File: src/rtl/core/trd_pkg.sv
// shared types and constants of the triangle rasterizer with depth test
`timescale 1ns / 1ps
package trd_pkg;

    localparam int DEF_MAX_WIDTH  = 128;
    localparam int DEF_MAX_HEIGHT = 128;

    localparam int CW    = 32;   // screen coordinate width, 2^-15 pixel units
    localparam int EW    = 64;   // edge function width
    localparam int ACCW  = 82;   // dividend width
    localparam int QW    = 16;   // quotient width
    localparam int PXW   = 10;   // pixel counter width
    localparam int DIMW  = 8;    // screen dimension width
    localparam int FRAGW = 64;
    localparam int STW   = FRAGW + QW;

    localparam int SUBPIX_SHIFT = 15;
    localparam logic signed [CW-1:0] NDC_BIAS = 32'sd16384;

    localparam logic [1:0] OP_DRAW  = 2'd0;
    localparam logic [1:0] OP_READ  = 2'd1;
    localparam logic [1:0] OP_CLEAR = 2'd2;

    localparam logic REG_WIDTH  = 1'b0;
    localparam logic REG_HEIGHT = 1'b1;

    localparam logic [DIMW-1:0]  RESET_DIM   = 8'd128;
    localparam logic [QW-1:0]    DEPTH_CLEAR = '0;
    localparam logic [FRAGW-1:0] FRAG_CLEAR  = '1;
    localparam logic [QW-1:0]    TRI_NONE    = '1;

    typedef struct packed {
        logic            start;
        logic [ACCW-1:0] num;
        logic [EW-1:0]   den;
    } div_req_t;

    typedef struct packed {
        logic          busy;
        logic          done;
        logic [QW-1:0] quo;
    } div_rsp_t;

endpackage

File: src/rtl/core/trd_div.sv
// iterative restoring divider, one quotient bit per cycle
`timescale 1ns / 1ps
module trd_div
    import trd_pkg::*;
(
    input  logic     aclk,
    input  logic     aresetn,
    input  div_req_t req,
    output div_rsp_t rsp
);

    logic [ACCW-1:0] rem_reg;
    logic [ACCW-1:0] den_reg;
    logic [QW-1:0]   quo_reg;
    logic [3:0]      cnt_reg;
    logic            busy_reg;
    logic            done_reg;
    logic            ge;

    assign ge = rem_reg >= den_reg;

    always_ff @(posedge aclk) begin
        if (!aresetn) begin
            busy_reg <= 1'b0;
            done_reg <= 1'b0;
        end else begin
            done_reg <= 1'b0;
            if (req.start) begin
                rem_reg  <= req.num;
                // divisor aligned to the top quotient bit
                den_reg  <= ACCW'(req.den) << (QW - 1);
                quo_reg  <= '0;
                cnt_reg  <= 4'(QW - 1);
                busy_reg <= 1'b1;
            end else if (busy_reg) begin
                if (ge) begin
                    rem_reg <= rem_reg - den_reg;
                end
                quo_reg <= {quo_reg[QW-2:0], ge};
                den_reg <= den_reg >> 1;
                if (cnt_reg == 4'd0) begin
                    busy_reg <= 1'b0;
                    done_reg <= 1'b1;
                end else begin
                    cnt_reg <= cnt_reg - 4'd1;
                end
            end
        end
    end

    assign rsp.busy = busy_reg;
    assign rsp.done = done_reg;
    assign rsp.quo  = quo_reg;

endmodule

File: config.mk
export PLATFORM = sky130hd
export DESIGN_NAME = trd_div
export DESIGN_NICKNAME = d
export VERILOG_FILES = /design/src/rtl/core/trd_pkg.sv /design/src/rtl/core/trd_div.sv
export SDC_FILE = /design/constraint.sdc
export NUM_CORES = 1
export LEC_CHECK = 0
export CORE_MARGIN = 4
export CORE_UTILIZATION = 60
export CTS_CLUSTER_DIAMETER = 80
export DETAILED_ROUTE_END_ITERATION = 12
export DONT_BUFFER_PORTS = 1
export PLACE_DENSITY = 0.86
export SLEW_MARGIN = 25
export SYNTH_ARGS = -nofsm -noshare
export SYNTH_HDL_FRONTEND = slang
export SYNTH_SLANG_ARGS = --single-unit
File: constraint.sdc
create_clock -name aclk -period 7 [get_ports aclk]
set_input_delay 0.35 -clock aclk [delete_from_list [all_inputs] [get_ports aclk]]
set_output_delay 0.35 -clock aclk [all_outputs]
set_load 0.01 [all_outputs]
==> reports/metrics.yaml <==
route:
  drt-pass1-iter-count: 6
  vias: 10550
  routed_wl_um: 31200
  viasPerCell: 6.323
  ant_nets: 0
  routedWlPerCell_um: 18.71
  drtIter0Drc: 1246
  route.detailed.drc: 0
synth:
  synth_top_family_by_area: "compound AO/OA/AOI/OAI gates"
  yosys_most_used_dff: "edfxtp_1"
  muxShareOfSynthArea: 0.004878
  synth-compound-area-share: 0.2162
  avgSynthCellArea_um2: 8.943
  synthAdderAreaFrac: 0.07961
  synth_cell_type_count: 84
  ys_seq_area_frac: 0.4269
  synth_edf_count: 181
  async_reset_ff_frac: 0
  synth_simple_gate_area_frac: 0.1667
  synth_area_um2: 12820
  postSynthRegisterBits: 183
  synthCells: 1434
  synth_nets: 1664
  synth_warnings: 0
  synthXorXnorAreaFrac: 0.04849
global_route:
  grt_pass1_wl_um: 50620
  first_global_vias: 10230
  grt.overflow.total: 0
  antenna_found_initial: 0
  grtUsageTotal: 0.2576
  grt_max_degree: 329
finish:
  layout-drive-gt1-share: 0.04882
  diodes: 0
  largest_reg_flops: 82
  num-nets-final: 1610
  fillers: 1631
  final_util: 0.6394
  area_growth_pct: 4.800
floorplanning:
  core_area_um2: 21020
  chipWidth_um: 154.2
  die_h_um: 154.2
  start_util: 0.6101
  pin_count: 167
  dieArea_um2: 23780
  std_cell_rows: 53
clock_network:
  clock-sinks: 183
  clkTransAtPathRegs_ns: 0.07
  cts_tree: "built"
  htree_levels: 4
  cts.repair.resized: 0
  ctsLongestPathBuffers: 2
  insertion_delay_ns: 0.44
  cts_hold_buf: 0
  clockRootBuffer: "clkbuf_16"
  numCtsBuffers: 17
  postCtsSetupRepairBufs: 0
timing:
  setup_ws_ns: 2.540
  rsz0062_at_grt: "no"
  period_share: 0.6372
  hold_violations: 0
  relSlewSlack: 0.4937
  finClkSkew_ns: 0.009148
  timing.fmax_mhz: 224.2
  drv_slew: 0
  tightest_slew_ns: 0.7594
  fin_tns_setup_ns: 0
  setup_violations: 0
  fin_crit_ns: 4.460
outcome:
  outcome: "finished, final reports clean"
placed_design:
  numPortBuffers: 0
  pre_cts_slack_ns: 2.560
  gp_congestion: 0.9740
  place_hpwl_um: 22900
pwr:
  cellPowerDensity_nw_per_um2: 245.2
  p_leak_nw: 5.291
  ir_drop_v: 0.0001645
worst_setup_path:
  cp-end-kind: "register"
  critPathArrivalTime_ns: 4.54
  cp.required_ns: 7.08
  critPathKind: "register to register"
  max_stage_delay_ns: 0.59
  cp_cell_sequence: "inv_1 > ha_1 > fa_1 > nor2b_1 > o21ba_2 > o21ai_0 > a311oi_1 > nor3_2 > a21oi_2 > a21boi_2 > o21bai_1 > a31o_2 > o21a_4 > buf_4"
  critPathLaunchType: "register"
  cp_slowest_cell: "buf_4"
  path_max_fanout: 44
job:
  cap_violations: 0
min_path:
  min_path_type: "input pin to register"
[layer usage]
layer / vias up / track usage / part of all wire
li1: 5036 / - / -
met1: 4934 / 0.3492 / 0.42
met2: 490 / 0.4185 / 0.47
met3: 86 / 0.04309 / 0.078
met4: 0 / 0.09714 / 0.032
met5: - / 0 / 0
[worst max-delay path: cells and delay by family (launching register included)]
kind,cells,cell delay (ns)
AOI/OAI and AO/OA,8,2.12
adders and majority gates,2,0.64
buffers and inverters,2,0.63
DFF,1,0.33
and+or+nand+nor,2,0.31
[layout make-up]
type	count	area (um^2)	share of cell area
clock buffer	20	456.7	0.03398
clock inverter	12	116.4	0.008658
inverter	107	401.6	0.02988
multi-input combinational	1069	6631	0.4934
sequential	183	5475	0.4074
tap	275	344.1	0.02560
timing repair buffer	2	15.01	0.001117
[synthesized netlist by cell type (all sizes together), types with 5 or more instances]
library cell | instances | area, um^2
a211oi | 7 | 75.07
a21boi | 7 | 56.30
a21o | 39 | 294.0
a21oi | 101 | 513.0
a31o | 5 | 52.55
a31oi | 14 | 102.6
and2 | 9 | 60.06
and3 | 8 | 50.05
buf | 11 | 71.31
clkbuf | 63 | 249.0
edfxtp | 181 | 5435
ha | 80 | 1001
inv | 107 | 401.6
nand2 | 229 | 862.1
nand3 | 22 | 110.1
nand4 | 32 | 200.2
nor2 | 86 | 322.8
nor2b | 27 | 168.9
nor3 | 24 | 125.1
nor4 | 8 | 50.05
o211ai | 10 | 85.08
o21a | 10 | 75.07
o21ai | 186 | 934.6
o21bai | 21 | 157.7
o31ai | 9 | 81.33
xnor2 | 38 | 332.8
xor2 | 33 | 289.0
[worst paths after layout]
kind              startpoint          end  slack [ns]  depth (start not counted)
setup / recovery  rem_reg[0]  rem_reg[73]        2.54                         14
hold / removal       aresetn     done_reg        0.06                          1
hold reg to reg   den_reg[7]   den_reg[6]        0.57                          2
setup reg to reg  rem_reg[0]  rem_reg[73]        2.54                         14
[cells in the final DEF (no fill, tap or decap), types with 4 or more instances in the layout]
cell type	instances
nand2b_1	4
nor3_1	23
a21oi_1	99
inv_6	4
ha_1	80
nand2_1	228
o21a_1	8
a21boi_0	6
and3_1	8
and2_1	7
nor4_1	8
o31ai_1	8
a31o_2	4
a21o_1	38
inv_1	107
clkinvlp_4	5
nor2_1	86
nand3_1	22
clkbuf_16	17
a211oi_1	4
xnor2_1	38
o211ai_1	8
or3_1	4
nor2b_1	27
o21ai_0	182
edfxtp_1	181
a31oi_1	13
o21bai_1	21
nand4_1	32
mux2i_1	4
xor2_1	33
[power by group]
| part | internal, W | leakage, nW | switching [W] | total (W) |
|---|---|---|---|---|
| registers | 0.00133 | 1.76 | 0.0000331 | 0.00137 |
| logic | 0.000360 | 3.27 | 0.000612 | 0.000972 |
| clock network | 0.000514 | 0.266 | 0.000443 | 0.000957 |
| total | 0.00221 | 5.29 | 0.00109 | 0.00330 |
[cells by family after synthesis]
group	count (synthesis)
AND/OR/NAND/NOR	469
AO/OA/AOI/OAI	442
flip-flops	183
buffers and inverters	182
adder cells (fa/ha/maj)	81
XOR/XNOR	71
multiplexers	6
[stage by stage]
step | instances | hold WS (ns) | total power, W | cell area [um^2]
2_1_floorplan | 1434 | 0.4751 | 0.002142 | 12820
3_3_place_gp | 1636 | 0.5059 | 0.002299 | 12870
3_5_place_dp | 1636 | 0.5059 | 0.002329 | 12870
4_1_cts | 1668 | 0.05345 | 0.003278 | 13440
5_1_grt | 1668 | 0.06711 | 0.003459 | 13440
6_report | 1668 | 0.06264 | 0.003295 | 13440
Power figures use the tool's default switching activity.
